--- config.mk ---
export PLATFORM = sky130hd
export DESIGN_NAME = afd_engine
export DESIGN_NICKNAME = d
export VERILOG_FILES = /design/src/rtl/core/afd_pkg.sv /design/src/rtl/core/afd_divider.sv /design/src/rtl/core/afd_engine.sv
export SDC_FILE = /design/constraint.sdc
export NUM_CORES = 2
export LEC_CHECK = 0
export ABC_AREA = 1
export BUFFER_PORTS_ARGS = -buffer_cell sky130_fd_sc_hd__buf_2
export CAP_MARGIN = 20
export CORE_UTILIZATION = 37
export DETAILED_ROUTE_END_ITERATION = 8
export MAX_ROUTING_LAYER = met4
export PLACE_DENSITY = 0.51
export SYNTH_ARGS = -nofsm -noshare
export SYNTH_HDL_FRONTEND = slang
export SYNTH_SLANG_ARGS = --single-unit
--- constraint.sdc ---
create_clock -name clk_i -period 10.8 [get_ports clk_i]
set_input_delay 1.08 -clock clk_i [delete_from_list [all_inputs] [get_ports clk_i]]
set_output_delay 1.08 -clock clk_i [all_outputs]
set_load 0.05 [all_outputs]
--- src/rtl/core/afd_pkg.sv ---
// ----------------------------------------------------------------------------
// afd_pkg
// shared constants, codes and structs of the audio frame deinterleaver
// ----------------------------------------------------------------------------
package afd_pkg;

  // byte store
  localparam int unsigned STORE_BYTES = 8192;
  localparam int unsigned ADDR_W      = $clog2(STORE_BYTES);

  // register widths
  localparam int unsigned CODED_W   = 12;
  localparam int unsigned ROWS_W    = 8;
  localparam int unsigned FRAME_W   = 13;
  localparam int unsigned ALIGN_W   = 12;
  localparam int unsigned CFG_W     = 13;
  localparam int unsigned CFG_IDX_W = 2;

  // datapath widths
  localparam int unsigned NUM_W     = ROWS_W + FRAME_W;      // rows * frame
  localparam int unsigned CNT_W     = $clog2(NUM_W + 1);     // divider steps
  localparam int unsigned CBASE_W   = ROWS_W + FRAME_W + 1;  // column * 2 * frame
  localparam int unsigned RBASE_W   = ROWS_W + CODED_W;      // row * coded
  localparam int unsigned WADDR_W   = CBASE_W + 1;
  localparam int unsigned RDBASE_W  = NUM_W;                 // never above rows * frame
  localparam int unsigned RADDR_W   = RDBASE_W + 1;
  localparam int unsigned COUNT_W   = 16;

  // register reset values
  localparam logic [CODED_W-1:0] CODED_RST = CODED_W'(38);
  localparam logic [ROWS_W-1:0]  ROWS_RST  = ROWS_W'(12);
  localparam logic [FRAME_W-1:0] FRAME_RST = FRAME_W'(228);
  localparam logic [ALIGN_W-1:0] ALIGN_RST = ALIGN_W'(38);

  typedef enum logic [1:0] {
    ACT_WRITE = 2'd0,
    ACT_READ  = 2'd1,
    ACT_END   = 2'd2
  } action_e;

  typedef enum logic [1:0] {
    ST_OK      = 2'd0,
    ST_REFUSED = 2'd1,
    ST_EMPTY   = 2'd2
  } status_e;

  typedef enum logic [CFG_IDX_W-1:0] {
    REG_CODED = 2'd0,
    REG_ROWS  = 2'd1,
    REG_FRAME = 2'd2,
    REG_ALIGN = 2'd3
  } reg_idx_e;

  typedef struct packed {
    logic [CODED_W-1:0] coded;
    logic [ROWS_W-1:0]  rows;
    logic [FRAME_W-1:0] frame;
    logic [ALIGN_W-1:0] align;
  } cfg_t;

  typedef struct packed {
    logic    use_mem;
    logic    valid;
    logic    last;
    status_e status;
  } res_t;

  typedef struct packed {
    logic              we;
    logic [ADDR_W-1:0] waddr;
    logic [7:0]        wdata;
    logic              re;
    logic [ADDR_W-1:0] raddr;
  } mem_req_t;

endpackage

--- src/rtl/core/afd_divider.sv ---
// ----------------------------------------------------------------------------
// afd_divider
// restoring divider, one quotient bit per cycle
// ----------------------------------------------------------------------------
module afd_divider (
  input  logic                         clk_i,
  input  logic                         rst_ni,
  input  logic                         start_i,
  input  logic [afd_pkg::NUM_W-1:0]    num_i,
  input  logic [afd_pkg::ALIGN_W-1:0]  den_i,
  output logic                         done_o,
  output logic [afd_pkg::NUM_W-1:0]    quo_o
);
  import afd_pkg::*;

  logic [NUM_W-1:0]   quo_q;
  logic [ALIGN_W-1:0] rem_q;
  logic [ALIGN_W-1:0] den_q;
  logic [CNT_W-1:0]   cnt_q;
  logic               busy_q;
  logic               done_q;
  logic [ALIGN_W:0]   trial;
  logic [ALIGN_W:0]   diff;
  logic               ge;

  assign trial = {rem_q, quo_q[NUM_W-1]};
  assign ge    = trial >= {1'b0, den_q};
  assign diff  = trial - {1'b0, den_q};

  always_ff @(posedge clk_i or negedge rst_ni) begin
    if (!rst_ni) begin
      quo_q  <= '0;
      rem_q  <= '0;
      den_q  <= '0;
      cnt_q  <= '0;
      busy_q <= 1'b0;
      done_q <= 1'b0;
    end else if (start_i) begin
      quo_q  <= num_i;
      rem_q  <= '0;
      den_q  <= den_i;
      cnt_q  <= CNT_W'(NUM_W);
      busy_q <= 1'b1;
      done_q <= 1'b0;
    end else if (busy_q) begin
      quo_q  <= {quo_q[NUM_W-2:0], ge};
      rem_q  <= ge ? diff[ALIGN_W-1:0] : trial[ALIGN_W-1:0];
      cnt_q  <= cnt_q - CNT_W'(1);
      busy_q <= cnt_q != CNT_W'(1);
      done_q <= cnt_q == CNT_W'(1);
    end else begin
      done_q <= 1'b0;
    end
  end

  assign done_o = done_q;
  assign quo_o  = quo_q;

endmodule

--- src/rtl/core/afd_engine.sv ---
// ----------------------------------------------------------------------------
// afd_engine
// write and read counters, address bases, packet bookkeeping and setup
// sequencer
// ----------------------------------------------------------------------------
module afd_engine (
  input  logic              clk_i,
  input  logic              rst_ni,
  input  afd_pkg::cfg_t     cfg_i,
  input  logic              cfg_wr_i,
  input  logic              step_i,
  input  afd_pkg::action_e  act_i,
  input  logic [7:0]        byte_i,
  output logic              run_o,
  output afd_pkg::res_t     res_o,
  output afd_pkg::mem_req_t mem_o
);
  import afd_pkg::*;

  typedef enum logic [2:0] {
    S_CLEAR,
    S_NUM,
    S_DIV,
    S_IDX,
    S_RBASE,
    S_RUN
  } state_e;

  state_e st_q, st_d;

  logic [ADDR_W-1:0]   clr_q, clr_d;
  logic [CODED_W-1:0]  byte_q, byte_d;
  logic [ROWS_W-1:0]   col_q, col_d;
  logic [ROWS_W-1:0]   row_q, row_d;
  logic [COUNT_W-1:0]  frames_q, frames_d;
  logic [COUNT_W-1:0]  pend_q, pend_d;
  logic [ALIGN_W-1:0]  roff_q, roff_d;
  logic [CBASE_W-1:0]  cbase_q, cbase_d;
  logic [RBASE_W-1:0]  rowbase_q, rowbase_d;
  logic [RDBASE_W-1:0] rdbase_q, rdbase_d;
  logic [NUM_W-1:0]    exp_q, exp_d;
  logic [NUM_W-1:0]    idx_q, idx_d;

  // effective register values
  logic [CODED_W-1:0] coded_eff;
  logic [ALIGN_W-1:0] align_eff;
  logic [ROWS_W-1:0]  rows_eff;
  logic [ROWS_W-1:0]  cols_eff;

  logic [NUM_W-1:0]          num;
  logic                      div_done;
  logic [NUM_W-1:0]          div_quo;
  logic [CBASE_W-1:0]        cprod;
  logic [RBASE_W-1:0]        rprod;
  logic [NUM_W+ALIGN_W-1:0]  dprod;
  logic [WADDR_W-1:0]        waddr_full;
  logic [RADDR_W-1:0]        raddr_full;
  logic [RDBASE_W:0]         rdsum;
  logic                      w_in;
  logic                      r_in;
  logic [CODED_W:0]          b1;
  logic [ROWS_W:0]           c1;
  logic [ROWS_W:0]           r1;
  logic [ALIGN_W:0]          o1;
  logic [COUNT_W-1:0]        frames_nx;
  logic                      close;
  logic                      exp_ge_pend;

  assign coded_eff = (cfg_i.coded == '0) ? CODED_W'(1) : cfg_i.coded;
  assign align_eff = (cfg_i.align == '0) ? ALIGN_W'(1) : cfg_i.align;
  assign rows_eff  = (cfg_i.rows == '0) ? ROWS_W'(1) : cfg_i.rows;
  assign cols_eff  = (cfg_i.rows[ROWS_W-1:1] == '0) ? ROWS_W'(1)
                                                    : {1'b0, cfg_i.rows[ROWS_W-1:1]};

  // expected packet count: rows * frame / align
  assign num = NUM_W'(cfg_i.rows) * NUM_W'(cfg_i.frame);

  afd_divider u_div (
    .clk_i   (clk_i),
    .rst_ni  (rst_ni),
    .start_i (st_q == S_NUM),
    .num_i   (num),
    .den_i   (align_eff),
    .done_o  (div_done),
    .quo_o   (div_quo)
  );

  // base rebuilds after a register change or a closed superblock
  assign cprod = CBASE_W'(col_q) * CBASE_W'(cfg_i.frame);
  assign rprod = RBASE_W'(row_q) * RBASE_W'(cfg_i.coded);
  assign dprod = (NUM_W + ALIGN_W)'(idx_q) * (NUM_W + ALIGN_W)'(align_eff);

  assign waddr_full = WADDR_W'(cbase_q) + WADDR_W'(rowbase_q) + WADDR_W'(byte_q);
  assign raddr_full = RADDR_W'(rdbase_q) + RADDR_W'(roff_q);
  assign w_in       = waddr_full < WADDR_W'(STORE_BYTES);
  assign r_in       = raddr_full < RADDR_W'(STORE_BYTES);
  assign rdsum      = (RDBASE_W + 1)'(rdbase_q) + (RDBASE_W + 1)'(align_eff);

  assign b1 = {1'b0, byte_q} + (CODED_W + 1)'(1);
  assign c1 = {1'b0, col_q} + (ROWS_W + 1)'(1);
  assign r1 = {1'b0, row_q} + (ROWS_W + 1)'(1);
  assign o1 = {1'b0, roff_q} + (ALIGN_W + 1)'(1);

  assign exp_ge_pend = exp_q >= NUM_W'(pend_q);

  always_comb begin
    st_d      = st_q;
    clr_d     = clr_q;
    byte_d    = byte_q;
    col_d     = col_q;
    row_d     = row_q;
    frames_d  = frames_q;
    pend_d    = pend_q;
    roff_d    = roff_q;
    cbase_d   = cbase_q;
    rowbase_d = rowbase_q;
    rdbase_d  = rdbase_q;
    exp_d     = exp_q;
    idx_d     = idx_q;
    frames_nx = frames_q;
    close     = 1'b0;

    res_o.use_mem = 1'b0;
    res_o.valid   = 1'b0;
    res_o.last    = 1'b0;
    res_o.status  = ST_OK;

    mem_o.we    = 1'b0;
    mem_o.waddr = waddr_full[ADDR_W-1:0];
    mem_o.wdata = byte_i;
    mem_o.re    = 1'b0;
    mem_o.raddr = raddr_full[ADDR_W-1:0];

    unique case (st_q)
      S_CLEAR: begin
        mem_o.we    = 1'b1;
        mem_o.waddr = clr_q;
        mem_o.wdata = '0;
        clr_d       = clr_q + ADDR_W'(1);
        if (clr_q == ADDR_W'(STORE_BYTES - 1)) begin
          st_d = S_NUM;
        end
      end
      S_NUM: begin
        cbase_d   = {cprod[CBASE_W-2:0], 1'b0};
        rowbase_d = rprod;
        st_d      = S_DIV;
      end
      S_DIV: begin
        if (div_done) begin
          exp_d = div_quo;
          st_d  = S_IDX;
        end
      end
      S_IDX: begin
        idx_d = exp_ge_pend ? exp_q - NUM_W'(pend_q) : '0;
        st_d  = S_RBASE;
      end
      S_RBASE: begin
        rdbase_d = dprod[RDBASE_W-1:0];
        st_d     = S_RUN;
      end
      S_RUN: begin
        if (step_i) begin
          unique case (act_i)
            ACT_WRITE: begin
              if (pend_q != '0) begin
                res_o.status = ST_REFUSED;
              end else begin
                if (byte_q == '0 && frames_q != '1) begin
                  frames_nx = frames_q + COUNT_W'(1);
                end
                frames_d = frames_nx;
                mem_o.we = w_in;
                if (b1 >= {1'b0, coded_eff}) begin
                  byte_d = '0;
                  if (c1 >= {1'b0, cols_eff}) begin
                    col_d   = '0;
                    cbase_d = '0;
                    if (r1 >= {1'b0, rows_eff}) begin
                      close = 1'b1;
                    end else begin
                      row_d     = r1[ROWS_W-1:0];
                      rowbase_d = rowbase_q + RBASE_W'(cfg_i.coded);
                    end
                  end else begin
                    col_d   = c1[ROWS_W-1:0];
                    cbase_d = cbase_q + CBASE_W'({cfg_i.frame, 1'b0});
                  end
                end else begin
                  byte_d = b1[CODED_W-1:0];
                end
              end
            end
            ACT_READ: begin
              if (pend_q == '0) begin
                res_o.status = ST_EMPTY;
              end else begin
                res_o.valid   = 1'b1;
                res_o.use_mem = r_in;
                mem_o.re      = r_in;
                if (o1 >= {1'b0, align_eff}) begin
                  res_o.last = 1'b1;
                  roff_d     = '0;
                  pend_d     = pend_q - COUNT_W'(1);
                  // packet index saturates at zero when pending exceeds expected
                  rdbase_d   = exp_ge_pend ? rdsum[RDBASE_W-1:0] : '0;
                end else begin
                  roff_d = o1[ALIGN_W-1:0];
                end
              end
            end
            ACT_END: begin
              close = pend_q == '0;
            end
            default: begin
            end
          endcase
        end
      end
      default: begin
        st_d = S_NUM;
      end
    endcase

    if (close) begin
      byte_d    = '0;
      col_d     = '0;
      row_d     = '0;
      frames_d  = '0;
      roff_d    = '0;
      cbase_d   = '0;
      rowbase_d = '0;
      pend_d    = (exp_q < NUM_W'(frames_nx)) ? exp_q[COUNT_W-1:0] : frames_nx;
      st_d      = S_IDX;
    end

    if (cfg_wr_i && st_q != S_CLEAR) begin
      st_d = S_NUM;
    end
  end

  always_ff @(posedge clk_i or negedge rst_ni) begin
    if (!rst_ni) begin
      st_q      <= S_CLEAR;
      clr_q     <= '0;
      byte_q    <= '0;
      col_q     <= '0;
      row_q     <= '0;
      frames_q  <= '0;
      pend_q    <= '0;
      roff_q    <= '0;
      cbase_q   <= '0;
      rowbase_q <= '0;
      rdbase_q  <= '0;
      exp_q     <= '0;
      idx_q     <= '0;
    end else begin
      st_q      <= st_d;
      clr_q     <= clr_d;
      byte_q    <= byte_d;
      col_q     <= col_d;
      row_q     <= row_d;
      frames_q  <= frames_d;
      pend_q    <= pend_d;
      roff_q    <= roff_d;
      cbase_q   <= cbase_d;
      rowbase_q <= rowbase_d;
      rdbase_q  <= rdbase_d;
      exp_q     <= exp_d;
      idx_q     <= idx_d;
    end
  end

  assign run_o = st_q == S_RUN;

endmodule

==> impl_table.tex <==
\begin{tabular}{lr}
\hline
Metric & Value \\
\hline
\multicolumn{2}{l}{\textbf{Run status}} \\
Result of the run & complete, no violations \\
\multicolumn{2}{l}{\textbf{Timing}} \\
Number of hold violations in the final report & 0 \\
Total setup violations reported at the end of the flow & 0 \\
Setup repair after global routing missed its margin & no \\
Maximum clock rate & between 0.15 and 0.2 GHz \\
Setup TNS & 0 ps \\
Worst Skew & about 31 ps \\
Final critical-path share of the clock period & 56.9\% \\
Measured slew at the worst slew-check pin & slightly below 1000 ps \\
Slew Limit Headroom & between 30\% and 40\% \\
Pins over their slew limit & 0 \\
Min Clock Period, post-route & 6150 ps \\
\multicolumn{2}{l}{\textbf{Power and ir drop}} \\
Power per standard cell area & 218 mW/mm\^{}2 \\
Standby leakage power & around 0.021 uW \\
Highest ir drop seen on vdd & a little under 200 uV \\
\multicolumn{2}{l}{\textbf{Final layout}} \\
Share of cells above drive strength 1 & under 10\% \\
Utilization after layout & 40.2\% \\
Number of filler cells placed in the layout & around 10000 \\
Signed area change from the synthesized netlist to the final layout & 7.52\% \\
Post-layout nets & roughly 5600 \\
\multicolumn{2}{l}{\textbf{Run}} \\
Number of max-cap violations & 0 \\
\multicolumn{2}{l}{\textbf{Setup path}} \\
Setup slack of the most critical reg-to-reg path & approximately 5500 ps \\
Worst reg2reg path depth & 19 \\
Critical setup path kind & in2reg \\
Data arrival, critical path & 6560 ps \\
Max Fanout on Critical Path & 24 \\
WP data required & approximately 11000 ps \\
Worst setup SP type & input pin \\
Worst flop-to-flop path startpoint & idx\_q[6]\$\_DFFE\_PN0N\_ \\
Reg-to-reg critical path endpoint & rdbase\_q[13]\$\_DFFE\_PN0P\_ \\
Crit. End Element & flip-flop \\
\multicolumn{2}{l}{\textbf{Synth}} \\
Share of the synthesized area in the top cell type & between 15 and 20\% \\
Synth Register Bits & between 200 and 250 \\
Asr flop ratio synth & 100\% \\
Sequential element share of the synthesized area & between 10\% and 20\% \\
Synthesis warning total & 0 \\
Most used standard cell by instance count after synthesis & sky130\_fd\_sc\_hd\_\_nand2\_1 \\
Post-Synthesis Mean Instance Area & 7.12 um\^{}2 \\
Synth top cells by count & sky130\_fd\_sc\_hd\_\_nand2\_1, sky130\_fd\_sc\_hd\_\_inv\_1, sky130\_fd\_sc\_hd\_\_fa\_1 \\
Dominant register cell in the synthesized netlist & sky130\_fd\_sc\_hd\_\_dfrtp\_1 \\
Post-synth net total & about 5600 \\
Cell Area, Synth & roughly 0.035 mm\^{}2 \\
Number of library cell types mapped by synthesis & 56 \\
Synthesized instance count & roughly 5000 \\
Cell type with the highest aggregate area in the netlist & sky130\_fd\_sc\_hd\_\_fa\_1 \\
Leading cell types by total area after synthesis & sky130\_fd\_sc\_hd\_\_fa\_1, sky130\_fd\_sc\_hd\_\_dfrtp\_1, sky130\_fd\_sc\_hd\_\_nand2\_1 \\
Number of synthesized flops with an enable pin & 0 \\
\multicolumn{2}{l}{\textbf{Clock network}} \\
CTS tree & done \\
Inserted Clock Buffers & 35 \\
Clk Latency, worst-skew pair & between 500 and 600 ps \\
Quantity of hold-fixing buffers added after cts & 0 \\
CTS sink cnt & roughly 240 \\
Max Root-Sink Buffers & 3 \\
CTS Root Buffer Type & sky130\_fd\_sc\_hd\_\_clkbuf\_16 \\
Setup fix buffers added after clock tree synthesis & 0 \\
Total of cells resized after clock tree synthesis & 0 \\
Clk slew on worst S/H paths & approximately 60 ps \\
CTS HTree Levels & 2 \\
\multicolumn{2}{l}{\textbf{Die}} \\
Top-level I/O count & roughly 100 \\
Initial Util & 37.4\% \\
DIE AREA & $\sim$0.096 mm\^{}2 \\
Die width & $\sim$310 um \\
Core Area & about 0.093 mm\^{}2 \\
Die H & about 310 um \\
Row cnt & roughly 110 \\
\multicolumn{2}{l}{\textbf{Detailed routing}} \\
DRC violation count after routing & 0 \\
Routed WL per cell & roughly 16 um \\
Post-detailed-route count of antenna-violating nets & 0 \\
Via-per-instance ratio & roughly 4.9 \\
Iteration count of the initial detailed-routing pass & 6 \\
Starting DRC count in detailed routing & $\sim$1700 \\
Total detailed-routing wirelength & 101000 um \\
Via count & approximately 30000 \\
\multicolumn{2}{l}{\textbf{Global route}} \\
First-pass GRT wire length & 163000 um \\
Pin count of the biggest net entering global routing & roughly 80 \\
Number of antenna violations at the first check in global routing & 3 \\
Global route overflow & 0 \\
Number of global-route vias before repair & $\sim$30000 \\
Total Routing Usage GR & between 20\% and 30\% \\
\multicolumn{2}{l}{\textbf{Hold path}} \\
Hold Path Sink & u\_div.rem\_q[11]\$\_DFFE\_PN0P\_ \\
Startpoint of the lowest-slack hold path & u\_div.rem\_q[11]\$\_DFFE\_PN0P\_ \\
Hold WC Path Type & reg2reg \\
Cell depth of the worst hold path & 2 \\
\multicolumn{2}{l}{\textbf{Placed design}} \\
DPL Wire Length & about 79000 um \\
Total of buffers placed on input and output ports & 100 \\
Routability congestion estimate & a little under 0.9 \\
\hline
\end{tabular}
-- critical path, cell delays in order --
cell and delay [ps]:
sky130_fd_sc_hd__buf_2 290, sky130_fd_sc_hd__inv_1 160, sky130_fd_sc_hd__nand4_1 100, sky130_fd_sc_hd__nor2_1 100, sky130_fd_sc_hd__nand2_1 60, sky130_fd_sc_hd__nand2_1 710, sky130_fd_sc_hd__nand2_1 180, sky130_fd_sc_hd__fa_1 580
sky130_fd_sc_hd__inv_1 50, sky130_fd_sc_hd__fa_1 480, sky130_fd_sc_hd__fa_1 540, sky130_fd_sc_hd__inv_1 50, sky130_fd_sc_hd__fa_1 470, sky130_fd_sc_hd__inv_1 40, sky130_fd_sc_hd__ha_1 360, sky130_fd_sc_hd__a21oi_1 110
sky130_fd_sc_hd__o21ai_0 300, sky130_fd_sc_hd__a21oi_1 90, sky130_fd_sc_hd__o21ai_0 270, sky130_fd_sc_hd__a21oi_1 100, sky130_fd_sc_hd__o21ai_0 140, sky130_fd_sc_hd__o21ai_0 130, sky130_fd_sc_hd__nand2_1 90, sky130_fd_sc_hd__o21ai_1 70
-- where the power goes --
group          internal (uW)  switching [uW]  total (uW)
clock network            773             474        1250
logic                   1820            3550        5370
registers               1200             386        1590
-- layer usage --
metal  GRT usage (%)  vias to the layer above  wire length, um
li1                -                    15100                -
met1            28.7                    14300            46700
met2            37.1                      535            48100
met3            1.95                      127             3600
met4            5.08                        0             2200
met5               -                        -                0
-- registers in the layout (all words and copies together), names as in the netlist --
| signal | cells |
|---|---|
| cbase_q | 21 |
| exp_q | 21 |
| idx_q | 21 |
| rdbase_q | 21 |
| u_div.quo_o | 21 |
| rowbase_q | 20 |
| frames_q | 16 |
| pend_q | 16 |
| clr_q | 13 |
| byte_q | 12 |
| roff_q | 12 |
| u_div.den_q | 12 |
| u_div.rem_q | 12 |
| col_q | 8 |
| row_q | 8 |
| u_div.cnt_q | 5 |
| st_q | 3 |
| u_div.busy_q | 1 |
| u_div.done_o | 1 |
-- cell families after synthesis --
| family | count (synthesis) | share of synthesized area [%] |
|---|---|---|
| simple gates | 1989 | 23.7 |
| buf+inv | 1179 | 12.9 |
| fa+ha+maj | 669 | 31.2 |
| compound gates | 656 | 10.4 |
| flops | 244 | 17.5 |
| xor+xnor | 168 | 4.21 |
-- layout by cell type, fill, tap and decap left out, drive strengths merged, types with 20 or more instances in the layout --
master  Yosys  layout
o21ai     266     266
clkbuf    140      42
dfrtp     244     244
nand2    1377    1377
nor3       44      44
nand3     231     231
nand4      35      35
nor2      261     261
xnor2      47      47
o22ai      30      30
xor2      121     121
a21oi     249     249
o211ai     20      20
ha        330     330
fa        339     339
inv       997     998
buf        41     110
-- layout make-up --
cell class	instances	area [um^2]	share of cell area, %
antenna	1	2.50	0.00666
clock buffer	42	952	2.53
clock inverter	19	269	0.716
inverter	998	3750	9.98
multi-input combinational	3482	24300	64.8
sequential	244	6110	16.3
tap	1254	1570	4.18
timing repair buffer	110	586	1.56
-- how the worst max path moves through the flow --
stage	startpoint	end	slack (ps)	cells past startpoint
after detailed placement	cfg_i[3]	rdbase_q[17]$_DFFE_PN0P_	4120	26
after floorplan	cfg_i[3]	rdbase_q[17]$_DFFE_PN0P_	5010	23
final	cfg_i[1]	rdbase_q[13]$_DFFE_PN0P_	4650	24
after global routing	cfg_i[3]	rdbase_q[14]$_DFFE_PN0P_	4090	27
after global placement	cfg_i[3]	rdbase_q[13]$_DFFE_PN0P_	4130	24
after CTS	cfg_i[3]	rdbase_q[13]$_DFFE_PN0P_	4680	24
-- per-stage QoR --
step	instance area [um^2]	worst slack (ps)	total power, uW	hold WS, ps	instances
floorplan	34900	5010	5580	453	4905
global placement	36300	4130	6980	470	6088
detailed placement	36300	4120	6990	480	6088
CTS	37600	4680	8280	494	6149
global route	37600	4090	9060	522	6150
finish	37600	4650	8210	492	6150
No activity file was read; power rests on OpenSTA's default activity.
